[src/sv/ddpb_pkg.sv]
// ----------------------------------------------------------------------------
// Differential drive PWM balancer package
// Item types, stage records, codes and constants that the block's modules use.
// ----------------------------------------------------------------------------
package ddpb_pkg;

    // Counter width default and the fixed width of the gain register.
    localparam int COUNT_WIDTH_DEF = 32;
    localparam int GAIN_WIDTH      = 6;
    localparam logic [GAIN_WIDTH-1:0] GAIN_RESET = 6'd12;

    // Configuration port geometry.
    localparam int PADDR_WIDTH = 3;
    localparam int PDATA_WIDTH = 32;

    // Register indexes (paddr[2] selects the word).
    localparam logic REG_GAIN = 1'b0;

    // Division by ten of a balance product: a magnitude of SAT_LIMIT or more
    // gives a correction of at least 256, which always saturates both wheels.
    // Below that, m * 6554 >> 16 equals m / 10 exactly.
    localparam int SAT_LIMIT      = 2560;
    localparam int SCALE_IN_WIDTH = 12;
    localparam int RECIP_WIDTH    = 13;
    localparam int RECIP_SHIFT    = 16;
    localparam logic [RECIP_WIDTH-1:0] RECIP_TEN = 13'd6554;
    localparam int SCALE_WIDTH    = SCALE_IN_WIDTH + RECIP_WIDTH;

    localparam logic [7:0] DUTY_MAX = 8'd255;

    // Operation codes of an input item.
    typedef enum logic [1:0] {
        OP_LEFT_EDGE  = 2'd0,
        OP_RIGHT_EDGE = 2'd1,
        OP_DRIVE      = 2'd2,
        OP_NONE       = 2'd3
    } t_op;

    // Drive directions; every other code means stop.
    typedef enum logic [3:0] {
        DIR_HALT       = 4'd0,
        DIR_FWD        = 4'd1,
        DIR_BACK       = 4'd2,
        DIR_SPIN_LEFT  = 4'd3,
        DIR_SPIN_RIGHT = 4'd4,
        DIR_FWD_LEFT   = 4'd5,
        DIR_FWD_RIGHT  = 4'd6,
        DIR_BACK_LEFT  = 4'd7,
        DIR_BACK_RIGHT = 4'd8
    } t_dir;

    // Input item.
    typedef struct packed {
        logic [1:0] op;
        logic [3:0] direction;
        logic [7:0] speed;
    } t_in_item;

    // Result item.
    typedef struct packed {
        logic [7:0] left_forward_duty;
        logic [7:0] left_reverse_duty;
        logic [7:0] right_forward_duty;
        logic [7:0] right_reverse_duty;
        logic       brake_light;
    } t_out_item;

    // Decoded drive command after the first stage.
    typedef struct packed {
        logic signed [8:0] left_speed;
        logic signed [8:0] right_speed;
        logic [7:0]        speed;
        logic              balance;
        logic              brake;
    } t_cmd_stage;

    // Command plus the scaled balance correction after the second stage.
    typedef struct packed {
        t_cmd_stage cmd;
        logic       comp_neg;
        logic       comp_sat;
        logic [7:0] comp_mag;
    } t_bal_stage;

endpackage

[src/sv/ddpb_regs.sv]
// ----------------------------------------------------------------------------
// Configuration registers
// APB-style slave holding the balance gain in tenths.
// ----------------------------------------------------------------------------
module ddpb_regs (
    input  logic                             i_clk,
    input  logic                             i_rst_n,
    input  logic                             psel,
    input  logic                             penable,
    input  logic                             pwrite,
    input  logic [ddpb_pkg::PADDR_WIDTH-1:0] paddr,
    input  logic [ddpb_pkg::PDATA_WIDTH-1:0] pwdata,
    output logic [ddpb_pkg::PDATA_WIDTH-1:0] prdata,
    output logic                             pready,
    output logic [ddpb_pkg::GAIN_WIDTH-1:0]  o_gain
);
    import ddpb_pkg::*;

    logic                  w_reg_sel;
    logic [GAIN_WIDTH-1:0] r_gain_tenths;
    logic [GAIN_WIDTH-1:0] n_gain_tenths;
    logic                  w_write;

    // The port never inserts wait states.
    assign pready    = 1'b1;
    assign w_write   = psel && penable && pwrite && pready;
    assign w_reg_sel = paddr[2];

    // Next value of the gain register.
    always_comb begin
        n_gain_tenths = r_gain_tenths;
        if (w_write && (w_reg_sel == REG_GAIN) && (paddr[1:0] == 2'b00)) begin
            n_gain_tenths = pwdata[GAIN_WIDTH-1:0];
        end
    end

    always_ff @(posedge i_clk) begin
        if (!i_rst_n) begin
            r_gain_tenths <= GAIN_RESET;
        end else begin
            r_gain_tenths <= n_gain_tenths;
        end
    end

    // Read data.
    always_comb begin
        prdata = '0;
        if (w_reg_sel == REG_GAIN) begin
            prdata = {{(PDATA_WIDTH-GAIN_WIDTH){1'b0}}, r_gain_tenths};
        end
    end

    assign o_gain = r_gain_tenths;

endmodule

[src/sv/ddpb_cmd.sv]
// ----------------------------------------------------------------------------
// Command stage
// Accepts items, keeps the encoder counters and the brake flag, decodes drive
// commands and multiplies the counter difference by the gain.
// ----------------------------------------------------------------------------
module ddpb_cmd #(
    parameter int COUNT_WIDTH = ddpb_pkg::COUNT_WIDTH_DEF
) (
    input  logic                                                i_clk,
    input  logic                                                i_rst_n,
    input  logic                                                i_in_valid,
    output logic                                                o_in_ready,
    input  ddpb_pkg::t_in_item                                  i_in_item,
    input  logic [ddpb_pkg::GAIN_WIDTH-1:0]                     i_gain,
    output logic                                                o_valid,
    input  logic                                                i_ready,
    output ddpb_pkg::t_cmd_stage                                o_cmd,
    output logic signed [COUNT_WIDTH+ddpb_pkg::GAIN_WIDTH-1:0]  o_product
);
    import ddpb_pkg::*;

    localparam int PROD_WIDTH = COUNT_WIDTH + GAIN_WIDTH;

    logic [COUNT_WIDTH-1:0]       r_left_count;
    logic [COUNT_WIDTH-1:0]       r_right_count;
    logic [COUNT_WIDTH-1:0]       n_left_count;
    logic [COUNT_WIDTH-1:0]       n_right_count;
    logic                         r_brake;
    logic                         n_brake;
    logic                         r_valid;
    t_cmd_stage                   r_cmd;
    t_cmd_stage                   n_cmd;
    logic signed [PROD_WIDTH-1:0] r_product;
    logic signed [PROD_WIDTH-1:0] w_product_full;
    logic [COUNT_WIDTH-1:0]       w_diff;
    logic                         w_accept;
    logic                         w_is_stop;
    logic                         w_both_zero;
    logic signed [8:0]            w_full;
    logic signed [8:0]            w_slow;

    assign o_in_ready = !r_valid || i_ready;
    assign w_accept   = i_in_valid && o_in_ready;

    // Wheel speeds from the direction; the inner wheel runs at half speed.
    assign w_full = $signed({1'b0, i_in_item.speed});
    assign w_slow = $signed({2'b00, i_in_item.speed[7:1]});

    always_comb begin
        n_cmd       = '0;
        w_is_stop   = 1'b0;
        case (t_dir'(i_in_item.direction))
            DIR_FWD: begin
                n_cmd.left_speed  = w_full;
                n_cmd.right_speed = w_full;
            end
            DIR_BACK: begin
                n_cmd.left_speed  = -w_full;
                n_cmd.right_speed = -w_full;
            end
            DIR_SPIN_LEFT: begin
                n_cmd.left_speed  = -w_full;
                n_cmd.right_speed = w_full;
            end
            DIR_SPIN_RIGHT: begin
                n_cmd.left_speed  = w_full;
                n_cmd.right_speed = -w_full;
            end
            DIR_FWD_LEFT: begin
                n_cmd.left_speed  = w_slow;
                n_cmd.right_speed = w_full;
            end
            DIR_FWD_RIGHT: begin
                n_cmd.left_speed  = w_full;
                n_cmd.right_speed = w_slow;
            end
            DIR_BACK_LEFT: begin
                n_cmd.left_speed  = -w_slow;
                n_cmd.right_speed = -w_full;
            end
            DIR_BACK_RIGHT: begin
                n_cmd.left_speed  = -w_full;
                n_cmd.right_speed = -w_slow;
            end
            default: begin
                w_is_stop = 1'b1;
            end
        endcase
        // Equal positive speeds only arise from a forward move at nonzero speed.
        n_cmd.balance = (t_dir'(i_in_item.direction) == DIR_FWD) &&
                        (i_in_item.speed != 8'd0);
        n_cmd.speed   = i_in_item.speed;

        // Brake flag after a drive command. A balanced command always leaves
        // one wheel turning, so the pre-balance speeds decide it.
        n_brake = r_brake;
        if (w_is_stop) begin
            n_brake = 1'b1;
        end else if ((n_cmd.left_speed != 9'sd0) || (n_cmd.right_speed != 9'sd0)) begin
            n_brake = 1'b0;
        end
        n_cmd.brake = n_brake;
    end

    assign w_both_zero = (n_cmd.left_speed == 9'sd0) && (n_cmd.right_speed == 9'sd0);

    // Counter updates.
    always_comb begin
        n_left_count  = r_left_count;
        n_right_count = r_right_count;
        case (t_op'(i_in_item.op))
            OP_LEFT_EDGE: begin
                n_left_count = r_left_count + COUNT_WIDTH'(1);
            end
            OP_RIGHT_EDGE: begin
                n_right_count = r_right_count + COUNT_WIDTH'(1);
            end
            OP_DRIVE: begin
                if (w_both_zero) begin
                    n_left_count  = '0;
                    n_right_count = '0;
                end
            end
            default: begin
            end
        endcase
    end

    // Signed counter difference times the gain.
    assign w_diff         = r_left_count - r_right_count;
    assign w_product_full = $signed(w_diff) * $signed({1'b0, i_gain});

    always_ff @(posedge i_clk) begin
        if (!i_rst_n) begin
            r_left_count  <= '0;
            r_right_count <= '0;
            r_brake       <= 1'b1;
            r_valid       <= 1'b0;
        end else begin
            if (w_accept) begin
                r_left_count  <= n_left_count;
                r_right_count <= n_right_count;
                if (t_op'(i_in_item.op) == OP_DRIVE) begin
                    r_brake <= n_brake;
                end
                r_valid <= (t_op'(i_in_item.op) == OP_DRIVE);
            end else if (i_ready) begin
                r_valid <= 1'b0;
            end
        end
    end

    // Stage payload.
    always_ff @(posedge i_clk) begin
        if (w_accept) begin
            r_cmd     <= n_cmd;
            r_product <= w_product_full;
        end
    end

    assign o_valid   = r_valid;
    assign o_cmd     = r_cmd;
    assign o_product = r_product;

endmodule

[src/sv/ddpb_scale.sv]
// ----------------------------------------------------------------------------
// Scale stage
// Divides the balance product by ten, truncating toward zero, and flags
// corrections large enough to saturate both wheels.
// ----------------------------------------------------------------------------
module ddpb_scale #(
    parameter int COUNT_WIDTH = ddpb_pkg::COUNT_WIDTH_DEF
) (
    input  logic                                                i_clk,
    input  logic                                                i_rst_n,
    input  logic                                                i_valid,
    output logic                                                o_ready,
    input  ddpb_pkg::t_cmd_stage                                i_cmd,
    input  logic signed [COUNT_WIDTH+ddpb_pkg::GAIN_WIDTH-1:0]  i_product,
    output logic                                                o_valid,
    input  logic                                                i_ready,
    output ddpb_pkg::t_bal_stage                                o_bal
);
    import ddpb_pkg::*;

    localparam int PROD_WIDTH = COUNT_WIDTH + GAIN_WIDTH;

    logic                   r_valid;
    t_bal_stage             r_bal;
    t_bal_stage             n_bal;
    logic                   w_neg;
    logic [PROD_WIDTH-1:0]  w_mag;
    logic [SCALE_WIDTH-1:0] w_scaled;
    logic                   w_accept;

    assign o_ready  = !r_valid || i_ready;
    assign w_accept = i_valid && o_ready;

    // Magnitude of the product and reciprocal multiply by one tenth.
    assign w_neg    = i_product[PROD_WIDTH-1];
    assign w_mag    = w_neg ? PROD_WIDTH'(-i_product) : PROD_WIDTH'(i_product);
    assign w_scaled = {{RECIP_WIDTH{1'b0}}, w_mag[SCALE_IN_WIDTH-1:0]} *
                      {{SCALE_IN_WIDTH{1'b0}}, RECIP_TEN};

    always_comb begin
        n_bal          = '0;
        n_bal.cmd      = i_cmd;
        n_bal.comp_neg = w_neg;
        n_bal.comp_sat = (w_mag >= PROD_WIDTH'(SAT_LIMIT));
        n_bal.comp_mag = w_scaled[RECIP_SHIFT +: 8];
    end

    always_ff @(posedge i_clk) begin
        if (!i_rst_n) begin
            r_valid <= 1'b0;
        end else if (w_accept) begin
            r_valid <= 1'b1;
        end else if (i_ready) begin
            r_valid <= 1'b0;
        end
    end

    always_ff @(posedge i_clk) begin
        if (w_accept) begin
            r_bal <= n_bal;
        end
    end

    assign o_valid = r_valid;
    assign o_bal   = r_bal;

endmodule

[src/sv/ddpb_duty.sv]
// ----------------------------------------------------------------------------
// Duty stage
// Applies the balance correction with clamping and splits each wheel speed
// into forward and reverse H-bridge duties; holds the result item.
// ----------------------------------------------------------------------------
module ddpb_duty (
    input  logic                 i_clk,
    input  logic                 i_rst_n,
    input  logic                 i_valid,
    output logic                 o_ready,
    input  ddpb_pkg::t_bal_stage i_bal,
    output logic                 o_valid,
    input  logic                 i_ready,
    output ddpb_pkg::t_out_item  o_item
);
    import ddpb_pkg::*;

    logic              r_valid;
    t_out_item         r_item;
    t_out_item         n_item;
    logic              w_accept;
    logic [8:0]        w_up_sum;
    logic [7:0]        w_up;
    logic [7:0]        w_down;
    logic [7:0]        w_bal_left;
    logic [7:0]        w_bal_right;
    logic signed [8:0] w_left;
    logic signed [8:0] w_right;
    logic signed [8:0] w_left_neg;
    logic signed [8:0] w_right_neg;

    assign o_ready  = !r_valid || i_ready;
    assign w_accept = i_valid && o_ready;

    // Speed plus and minus the correction, clamped to the duty range.
    assign w_up_sum = {1'b0, i_bal.cmd.speed} + {1'b0, i_bal.comp_mag};
    assign w_up     = w_up_sum[8] ? DUTY_MAX : w_up_sum[7:0];
    assign w_down   = (i_bal.comp_mag > i_bal.cmd.speed) ? 8'd0 :
                      (i_bal.cmd.speed - i_bal.comp_mag);

    // A positive correction slows the left wheel and speeds up the right one.
    always_comb begin
        if (i_bal.comp_sat) begin
            w_bal_left  = i_bal.comp_neg ? DUTY_MAX : 8'd0;
            w_bal_right = i_bal.comp_neg ? 8'd0 : DUTY_MAX;
        end else begin
            w_bal_left  = i_bal.comp_neg ? w_up : w_down;
            w_bal_right = i_bal.comp_neg ? w_down : w_up;
        end
    end

    assign w_left      = i_bal.cmd.balance ? $signed({1'b0, w_bal_left}) :
                         i_bal.cmd.left_speed;
    assign w_right     = i_bal.cmd.balance ? $signed({1'b0, w_bal_right}) :
                         i_bal.cmd.right_speed;
    assign w_left_neg  = -w_left;
    assign w_right_neg = -w_right;

    // Sign selects the forward or reverse input of each bridge.
    always_comb begin
        n_item                    = '0;
        n_item.left_forward_duty  = (w_left > 9'sd0) ? w_left[7:0] : 8'd0;
        n_item.left_reverse_duty  = (w_left < 9'sd0) ? w_left_neg[7:0] : 8'd0;
        n_item.right_forward_duty = (w_right > 9'sd0) ? w_right[7:0] : 8'd0;
        n_item.right_reverse_duty = (w_right < 9'sd0) ? w_right_neg[7:0] : 8'd0;
        n_item.brake_light        = i_bal.cmd.brake;
    end

    always_ff @(posedge i_clk) begin
        if (!i_rst_n) begin
            r_valid <= 1'b0;
        end else if (w_accept) begin
            r_valid <= 1'b1;
        end else if (i_ready) begin
            r_valid <= 1'b0;
        end
    end

    always_ff @(posedge i_clk) begin
        if (w_accept) begin
            r_item <= n_item;
        end
    end

    assign o_valid = r_valid;
    assign o_item  = r_item;

endmodule

[src/sv/differential_drive_pwm_balancer_core.sv]
// ----------------------------------------------------------------------------
// Differential drive PWM balancer
// Encoder counting, drive command decoding, wheel balancing and PWM duty split.
// ----------------------------------------------------------------------------
// The block takes one item per clock cycle unless the pipeline is stalled.
// Encoder edge items update the left or right pulse counter at the cycle
// they are accepted and give no result. A drive command passes through the
// stage registers in order: the first stage decodes the direction and
// multiplies the counter difference by the gain, the second divides that
// product by ten through a reciprocal multiply, and the third applies the
// correction with clamping, splits the speeds into forward and reverse
// duties and presents the result item. Each stage holds its own valid bit,
// so input items keep flowing while a result waits to be taken until all
// three stages are full. The gain register sits at byte address 0 and
// should only be written while no drive command is in flight.
module differential_drive_pwm_balancer_core #(
    parameter int COUNT_WIDTH = ddpb_pkg::COUNT_WIDTH_DEF
) (
    input  logic                             i_clk,
    input  logic                             i_rst_n,
    input  logic                             i_in_valid,
    output logic                             o_in_ready,
    input  ddpb_pkg::t_in_item               i_in_item,
    output logic                             o_out_valid,
    input  logic                             i_out_ready,
    output ddpb_pkg::t_out_item              o_out_item,
    input  logic                             psel,
    input  logic                             penable,
    input  logic                             pwrite,
    input  logic [ddpb_pkg::PADDR_WIDTH-1:0] paddr,
    input  logic [ddpb_pkg::PDATA_WIDTH-1:0] pwdata,
    output logic [ddpb_pkg::PDATA_WIDTH-1:0] prdata,
    output logic                             pready
);
    import ddpb_pkg::*;

    localparam int PROD_WIDTH = COUNT_WIDTH + GAIN_WIDTH;

    logic [GAIN_WIDTH-1:0]        w_gain;
    logic                         w_cmd_valid;
    logic                         w_cmd_ready;
    t_cmd_stage                   w_cmd;
    logic signed [PROD_WIDTH-1:0] w_product;
    logic                         w_bal_valid;
    logic                         w_bal_ready;
    t_bal_stage                   w_bal;

    // Configuration registers.
    ddpb_regs u_regs (
        .i_clk   (i_clk),
        .i_rst_n (i_rst_n),
        .psel    (psel),
        .penable (penable),
        .pwrite  (pwrite),
        .paddr   (paddr),
        .pwdata  (pwdata),
        .prdata  (prdata),
        .pready  (pready),
        .o_gain  (w_gain)
    );

    // Counters, decode and balance product.
    ddpb_cmd #(
        .COUNT_WIDTH (COUNT_WIDTH)
    ) u_cmd (
        .i_clk      (i_clk),
        .i_rst_n    (i_rst_n),
        .i_in_valid (i_in_valid),
        .o_in_ready (o_in_ready),
        .i_in_item  (i_in_item),
        .i_gain     (w_gain),
        .o_valid    (w_cmd_valid),
        .i_ready    (w_cmd_ready),
        .o_cmd      (w_cmd),
        .o_product  (w_product)
    );

    // Division of the product by ten.
    ddpb_scale #(
        .COUNT_WIDTH (COUNT_WIDTH)
    ) u_scale (
        .i_clk     (i_clk),
        .i_rst_n   (i_rst_n),
        .i_valid   (w_cmd_valid),
        .o_ready   (w_cmd_ready),
        .i_cmd     (w_cmd),
        .i_product (w_product),
        .o_valid   (w_bal_valid),
        .i_ready   (w_bal_ready),
        .o_bal     (w_bal)
    );

    // Balance, clamp and duty split.
    ddpb_duty u_duty (
        .i_clk   (i_clk),
        .i_rst_n (i_rst_n),
        .i_valid (w_bal_valid),
        .o_ready (w_bal_ready),
        .i_bal   (w_bal),
        .o_valid (o_out_valid),
        .i_ready (i_out_ready),
        .o_item  (o_out_item)
    );

    // A bridge never drives forward and reverse of one wheel together.
    a_no_shoot_through: assert property (@(posedge i_clk) disable iff (!i_rst_n)
        o_out_valid |->
            !((o_out_item.left_forward_duty != 8'd0) &&
              (o_out_item.left_reverse_duty != 8'd0)) &&
            !((o_out_item.right_forward_duty != 8'd0) &&
              (o_out_item.right_reverse_duty != 8'd0)))
        else $error("both bridge inputs of one wheel driven");

    // A turning wheel means the brake light is off.
    a_brake_off_when_moving: assert property (@(posedge i_clk) disable iff (!i_rst_n)
        (o_out_valid &&
         ((o_out_item.left_forward_duty != 8'd0) ||
          (o_out_item.left_reverse_duty != 8'd0) ||
          (o_out_item.right_forward_duty != 8'd0) ||
          (o_out_item.right_reverse_duty != 8'd0))) |->
            !o_out_item.brake_light)
        else $error("brake light on while a wheel is driven");

    // The input side only stalls when the result side is stalled.
    a_stall_from_output: assert property (@(posedge i_clk) disable iff (!i_rst_n)
        !o_in_ready |-> (o_out_valid && !i_out_ready && w_cmd_valid && w_bal_valid))
        else $error("input stalled without a full pipeline");

endmodule
[config.mk]
export PLATFORM = sky130hd
export DESIGN_NAME = differential_drive_pwm_balancer_core
export DESIGN_NICKNAME = d
export VERILOG_FILES = /design/src/sv/ddpb_pkg.sv /design/src/sv/ddpb_regs.sv /design/src/sv/ddpb_cmd.sv /design/src/sv/ddpb_scale.sv /design/src/sv/ddpb_duty.sv /design/src/sv/differential_drive_pwm_balancer_core.sv
export SDC_FILE = /design/constraint.sdc
export NUM_CORES = 1
export LEC_CHECK = 0
export BUFFER_PORTS_ARGS = -buffer_cell sky130_fd_sc_hd__buf_4
export CORE_MARGIN = 4
export CORE_UTILIZATION = 50
export CTS_BUF_LIST = sky130_fd_sc_hd__clkbuf_8
export DETAILED_ROUTE_END_ITERATION = 10
export PLACE_DENSITY_LB_ADDON = 0.3
export SYNTH_ARGS = -nofsm -noshare
export SYNTH_HDL_FRONTEND = slang
export SYNTH_SLANG_ARGS = --single-unit
[constraint.sdc]
create_clock -name i_clk -period 7.1 [get_ports i_clk]
set_input_delay 1.42 -clock i_clk [delete_from_list [all_inputs] [get_ports i_clk]]
set_output_delay 1.42 -clock i_clk [all_outputs]
set_load 0.005 [all_outputs]
==> results of run 1 <==
-- per-layer routing --
| metal | wire (µm) | vias up | GRT usage | part of all wire |
|---|---|---|---|---|
| li1 | - | 9025 | - | - |
| met1 | 22700 | 9088 | 0.272 | 0.41 |
| met2 | 28500 | 417 | 0.417 | 0.52 |
| met3 | 2190 | 133 | 0.0269 | 0.040 |
| met4 | 1930 | 0 | 0.0879 | 0.035 |
| met5 | 0 | - | 0 | 0 |
-- worst max-delay path by stage --
stage	start	slack [ps]	endpoint	depth (start not counted)
2_1_floorplan	u_cmd.r_right_count[14]	10	u_cmd.o_product[36]	29
3_3_place_gp	u_cmd.r_right_count[0]	-240	u_cmd.o_product[36]	30
3_5_place_dp	u_cmd.r_right_count[14]	-330	u_cmd.o_product[37]	30
4_1_cts	u_cmd.r_left_count[0]	-10	u_cmd.o_product[37]	31
5_1_grt	u_cmd.r_right_count[1]	-220	u_cmd.o_product[37]	31
6_report	u_cmd.r_right_count[11]	70	u_cmd.o_product[37]	29
-- sequential cells by signal, indices dropped and copies added, names as in the netlist --
| name | count |
|---|---|
| u_regs.o_gain | 6 |
| u_cmd.r_right_count | 32 |
| u_cmd.r_brake | 1 |
| u_duty.o_item | 33 |
| u_duty.o_valid | 1 |
| u_cmd.o_cmd | 28 |
| u_scale.o_bal | 38 |
| u_cmd.r_left_count | 32 |
| u_cmd.o_product | 38 |
| u_scale.o_valid | 1 |
| u_cmd.o_valid | 1 |
-- power breakdown --
group | switching, µW | internal [µW] | leakage (µW)
registers | 71.5 | 1580 | 0.00190
logic | 2460 | 2120 | 0.00953
clock network | 518 | 606 | 0.000421
-- cell type report --
type                            count  area [µm²]  share of cell area
Clock buffer                       41         564              0.0215
Clock inverter                     25         170             0.00649
Inverter                          276        1040              0.0395
Multi-Input combinational cell   1897       16000               0.611
Sequential cell                   211        5600               0.214
Tap cell                          592         741              0.0282
Timing Repair Buffer              279        2090              0.0799
-- synthesized netlist by cell type, types with 8 or more instances --
cell and n:
dfxtp_1 74, or3_1 21, a211oi_1 8, nand2_1 151, buf_4 28, and3_1 31
nand3b_1 17, and2_1 141, or2_2 11, nand3_1 56, a21oi_1 108, o21bai_1 13
nand4_1 32, a31oi_1 28, xor2_1 40, o211ai_1 8, inv_1 274, nor2_1 175
nor3_1 56, nor2b_1 45, clkbuf_1 85, nor3b_1 23, nor4_1 27, o21ai_0 87
and4_1 9, fa_1 170, a21boi_0 10, ha_1 214, xnor2_1 114, o31ai_1 18
nand2b_1 26, a21o_1 47, mux2i_1 12, o21a_1 19, a22oi_1 8, a32oi_1 8
edfxtp_1 137
-- kinds of logic (layout without fill, tap and decap cells) --
group | Yosys count | after routing | share of synthesized area
DFF | 211 | 211 | 0.249
muxes | 13 | 13 | 0.00585
AOI/OAI and AO/OA | 463 | 463 | 0.138
other | 2 | 27 | 0.000334
and+or+nand+nor | 856 | 856 | 0.204
buffers and inverters | 399 | 621 | 0.0719
adders and majority gates | 384 | 384 | 0.271
xor gates and xnor gates | 154 | 154 | 0.0600
-- repair_timing --
| item | in CTS | in global routing |
|---|---|---|
| pin swaps | 16 | 77 |
| buffers inserted | 4 | 14 |
| gates resized for setup | 41 | 91 |
| endpoints found under the setup margin | 5 | 17 |
-- through the flow --
step	power (µW)	cells	util	setup slack (ps)	cell area [µm²]
3_5_place_dp	6150	3237	0.558	-327	24700
5_1_grt	8160	3321	0.592	-222	26200
4_1_cts	7380	3307	0.580	-14.3	25700
6_report	7360	3321	0.592	69.5	26200
3_3_place_gp	5930	3237	0.558	-243	24700
2_1_floorplan	5090	2507	-	10.2	22600
==> results.py, run 1 <==
metrics = {
    "run_status": {
        "status": "completed",
    },
    "grt": {
        "gr-usage-all-layers": 0.228,
        "grt_pass1_wl_um": 91000,
        "grt_start_max_net_pins": 73,
        "gr-total-overflow": 0,
        "antenna_found_initial": 0,
        "grt_pass1_vias": 19100,
    },
    "synthesis": {
        "synth_cells": 2482,
        "yosysWarnings": 0,
        "yosysUniqueCellTypes": 84,
        "netlist.area_leader.share": 0.183,
        "synthTopCellsByArea": "edfxtp_1 18%, fa_1 15%, ha_1 12%, dfxtp_1 6.6%, inv_1 4.6%",
        "yosysTopAreaCell": "edfxtp_1",
        "async_flop_share": 0,
        "synth_edf_count": 137,
        "syn_area_um2": 22500,
        "synth-seq-area-share": 0.249,
        "ys_ff_latch": 211,
        "syn_area_per_cell_um2": 9.06,
        "synth-main-ff-cell": "edfxtp_1",
    },
    "min_path": {
        "hp-start": "u_cmd.o_cmd[21]",
        "hold_depth": 0,
        "holdCritPathClass": "flop to flop",
        "whs_endpoint": "u_scale.o_bal[31]",
    },
    "critical_path": {
        "rrSetupSlack_ps": 70,
        "critPathRequiredTime_ps": 7400,
        "cpPeakStageDelay_ps": 510,
        "worstRegToRegCells": 29,
        "r2r-end": "u_cmd.o_product[37]",
        "worstPathMaxFanout": 4,
        "critPathCaptureType": "flop",
        "r2r_start": "u_cmd.r_right_count[11]",
        "arrival_ps": 7330,
        "crit_type": "flop to flop",
        "cpMaxStageDelayCell": "fa_1",
        "cpMostUsedCell": "fa_1",
        "path_delay_family": "compound AO/OA/AOI/OAI gates",
        "crit_buf_inv": 4,
        "startpoint_type": "flop",
    },
    "placed_design": {
        "gp_congestion": 0.869,
        "hpwl_um": 42700,
        "io_buffer_count": 70,
    },
    "detailed_routing": {
        "route.detailed.drc": 0,
        "wirelength_um": 55400,
        "ant_nets": 0,
        "first_pass_iters": 6,
        "avgRoutedWirePerCell_um": 16.7,
        "via_per_inst": 5.62,
        "first_iter_violations": 1032,
        "vias": 18700,
    },
    "timing": {
        "rsz0062_at_grt": "true",
        "clock_skew_ps": 28.8,
        "finalCritPeriodShare": 0.990,
        "drv_slew": 0,
        "setup_violations": 0,
        "hold_viol": 0,
        "timing.fmax_ghz": 0.142,
        "slew_headroom": 0.180,
        "fin_hold_ws_ps": 414,
        "finalSetupTns_ps": 0,
        "fin_crit_ps": 7030,
        "tightest_slew_ps": 1210,
    },
    "pwr": {
        "power-per-cell-area_nw_per_um2": 281,
        "leakage_uw": 0.0119,
        "vdd_ir_drop_max_mv": 0.544,
    },
    "cts": {
        "cts_buffer_depth": 3,
        "cts_sinks": 211,
        "postCtsHoldBufs": 0,
        "clkTransAtPathRegs_ps": 60,
        "htree_num_levels": 2,
        "cts_made_buffers": 38,
        "cts-root-buf": "clkbuf_8",
        "cts_tree": "built",
        "clk_latency_ps": 580,
    },
    "floorplanning": {
        "rows": 77,
        "die_x_um": 220,
        "design.die.area_um2": 48400,
        "start_util": 0.507,
        "coreArea_um2": 44300,
        "io_pins": 124,
        "die_h_um": 220,
    },
    "layout": {
        "final_cell_mix": "279 x buf_4, 277 x inv_1, 200 x ha_1",
        "diodes": 0,
        "layout_commonest_cell": "buf_4",
        "drive_gt1_frac": 0.173,
        "fill_cells": 3797,
        "final_nets": 3143,
        "area_delta_synth_final_pct": 16.7,
    },
    "flow_run": {
        "drv.max_cap_violation_count": 0,
    },
}
Note: power is estimated with default switching activity, not from simulation.
==> inputs of run 2 (changes only) <==
- CORE_UTILIZATION: 50 -> 45
==> run 2 against run 1 <==
Against the previous run: the run now ends with setup timing left; global-route usage decreased by 2.2 points; clock skew rose by 28 ps; non-clock buffer count is 10 higher; clock power is essentially flat; critical endpoint unchanged.
==> results.py, run 2 (same netlist as run 1, synthesis figures left out) <==
metrics = {
    "run_status": {
        "status": "complete, but fails checks",
        "failed_checks": "setup timing",
    },
    "grt": {
        "grt_start_max_net_pins": 63,
        "grt_pass1_wl_um": 92100,
        "gr-usage-all-layers": 0.205,
        "gr-total-overflow": 0,
        "antenna_found_initial": 1,
        "grt_pass1_vias": 19200,
    },
    "timing": {
        "tightest_slew_ps": 1320,
        "slew_headroom": 0.107,
        "rsz0062_at_grt": "true",
        "timing.fmax_ghz": 0.141,
        "hold_viol": 0,
        "drv_slew": 0,
        "finalCritPeriodShare": 1.00,
        "clock_skew_ps": 56.4,
        "layout_setup_ws_ps": -3.16,
        "fin_crit_ps": 7100,
        "setup_violations": 1,
    },
    "pwr": {
        "vdd_ir_drop_max_mv": 0.437,
        "power-per-cell-area_nw_per_um2": 279,
        "leakage_uw": 0.0119,
    },
    "placed_design": {
        "placed_area_um2": 24900,
        "gp_congestion": 0.921,
        "hpwl_um": 42700,
        "io_buffer_count": 70,
    },
    "detailed_routing": {
        "avgRoutedWirePerCell_um": 16.2,
        "via_per_inst": 5.50,
        "first_iter_violations": 1210,
        "vias": 18700,
        "first_pass_iters": 7,
        "wirelength_um": 55000,
        "route.detailed.drc": 0,
        "ant_nets": 0,
    },
    "critical_path": {
        "critPathCaptureType": "flop",
        "crit_type": "flop to flop",
        "rrSetupSlack_ps": -3,
        "cpMostUsedCell": "fa_1",
        "arrival_ps": 7410,
        "r2r-end": "u_cmd.o_product[37]",
        "critPathLaunch": "u_cmd.r_right_count[14]",
        "worstPathMaxFanout": 4,
        "startpoint_type": "flop",
        "critPathRequiredTime_ps": 7410,
        "worstRegToRegCells": 29,
        "cpPeakStageDelay_ps": 530,
        "r2r_start": "u_cmd.r_right_count[14]",
        "crit_end": "u_cmd.o_product[37]",
        "cpMaxStageDelayCell": "fa_1",
    },
    "layout": {
        "diodes": 0,
        "drive_gt1_frac": 0.176,
        "final_nets": 3154,
        "finish.utilization": 0.535,
        "layout_commonest_cell": "buf_4",
        "seqCellArea_um2": 5600,
        "multiInputGateArea_um2": 15900,
        "fin_area_um2": 26300,
        "area_delta_synth_final_pct": 17.0,
        "fill_cells": 4476,
        "final_cell_mix": "287 x buf_4, 263 x inv_1, 202 x ha_1",
    },
    "floorplanning": {
        "die_x_um": 231,
        "start_util": 0.457,
        "rows": 81,
        "die_h_um": 231,
        "coreArea_um2": 49200,
        "design.die.area_um2": 53600,
        "io_pins": 124,
    },
    "cts": {
        "cts_sinks": 211,
        "cts_made_buffers": 39,
        "cts_buffer_depth": 3,
        "htree_num_levels": 2,
        "clk_latency_ps": 620,
        "postCtsHoldBufs": 0,
        "cts_tree": "built",
        "clkTransAtPathRegs_ps": 60,
        "cts-root-buf": "clkbuf_8",
    },
    "min_path": {
        "holdCritPathClass": "flop to flop",
    },
    "flow_run": {
        "drv.max_cap_violation_count": 0,
    },
}
run 2: layout make-up:
type	instances	area share
Sequential cell	211	0.213
Clock inverter	24	0.00699
Inverter	276	0.0394
Tap cell	664	0.0316
Multi-Input combinational cell	1897	0.606
Clock buffer	39	0.0204
Timing Repair Buffer	289	0.0828
run 2: worst min-delay path by stage:
stage / start / end / slack (ps) / cells after the start
3_3_place_gp: u_cmd.o_cmd[14] / u_scale.o_bal[24] / 400 / 0
2_1_floorplan: u_scale.o_bal[10] / u_duty.o_item[0] / 400 / 0
5_1_grt: u_cmd.o_cmd[25] / u_scale.o_bal[35] / 410 / 0
3_5_place_dp: u_cmd.o_cmd[12] / u_scale.o_bal[22] / 400 / 0
4_1_cts: u_cmd.o_cmd[25] / u_scale.o_bal[35] / 390 / 0
6_report: u_cmd.o_cmd[25] / u_scale.o_bal[35] / 400 / 0
run 2: critical path: cells and delay by family, from the launching register on:
| family | cells | cell delay (ps) |
|---|---|---|
| DFF | 1 | 330 |
| buffers and inverters | 5 | 480 |
| AOI/OAI and AO/OA | 13 | 2410 |
| and+or+nand+nor | 2 | 650 |
| adders and majority gates | 6 | 2500 |
| xor gates and xnor gates | 3 | 460 |
run 2: timing repair:
action | in CTS | in global routing
setup buffers | 5 | 16
setup endpoints to repair | 6 | 15
cloned | 0 | 0
resized for setup | 38 | 90
pin swaps | 27 | 91
run 2: where the power goes:
part           internal, µW  switching (µW)
Clock                   593             544
Sequential             1580            70.9
Combinational          2110            2450
Total                  4280            3070
run 2: per-layer routing:
layer / up-vias / track usage / wire, µm
li1: 9041 / - / -
met1: 9082 / 0.251 / 23300
met2: 480 / 0.369 / 27800
met3: 111 / 0.0267 / 2360
met4: 2 / 0.0737 / 1560
met5: - / 0 / 13
run 2: per-stage QoR:
stage,std cells,TNS (ps),hold slack [ps],power [µW],setup WS [ps]
after floorplan,2507,0,400,5090,10.2
after global placement,3317,-1060,402,5950,-293
after detailed placement,3317,-1200,405,6140,-342
after CTS,3385,0,388,7410,12.2
after global routing,3400,-809,409,8180,-309
final,3400,-3.16,396,7350,-3.16
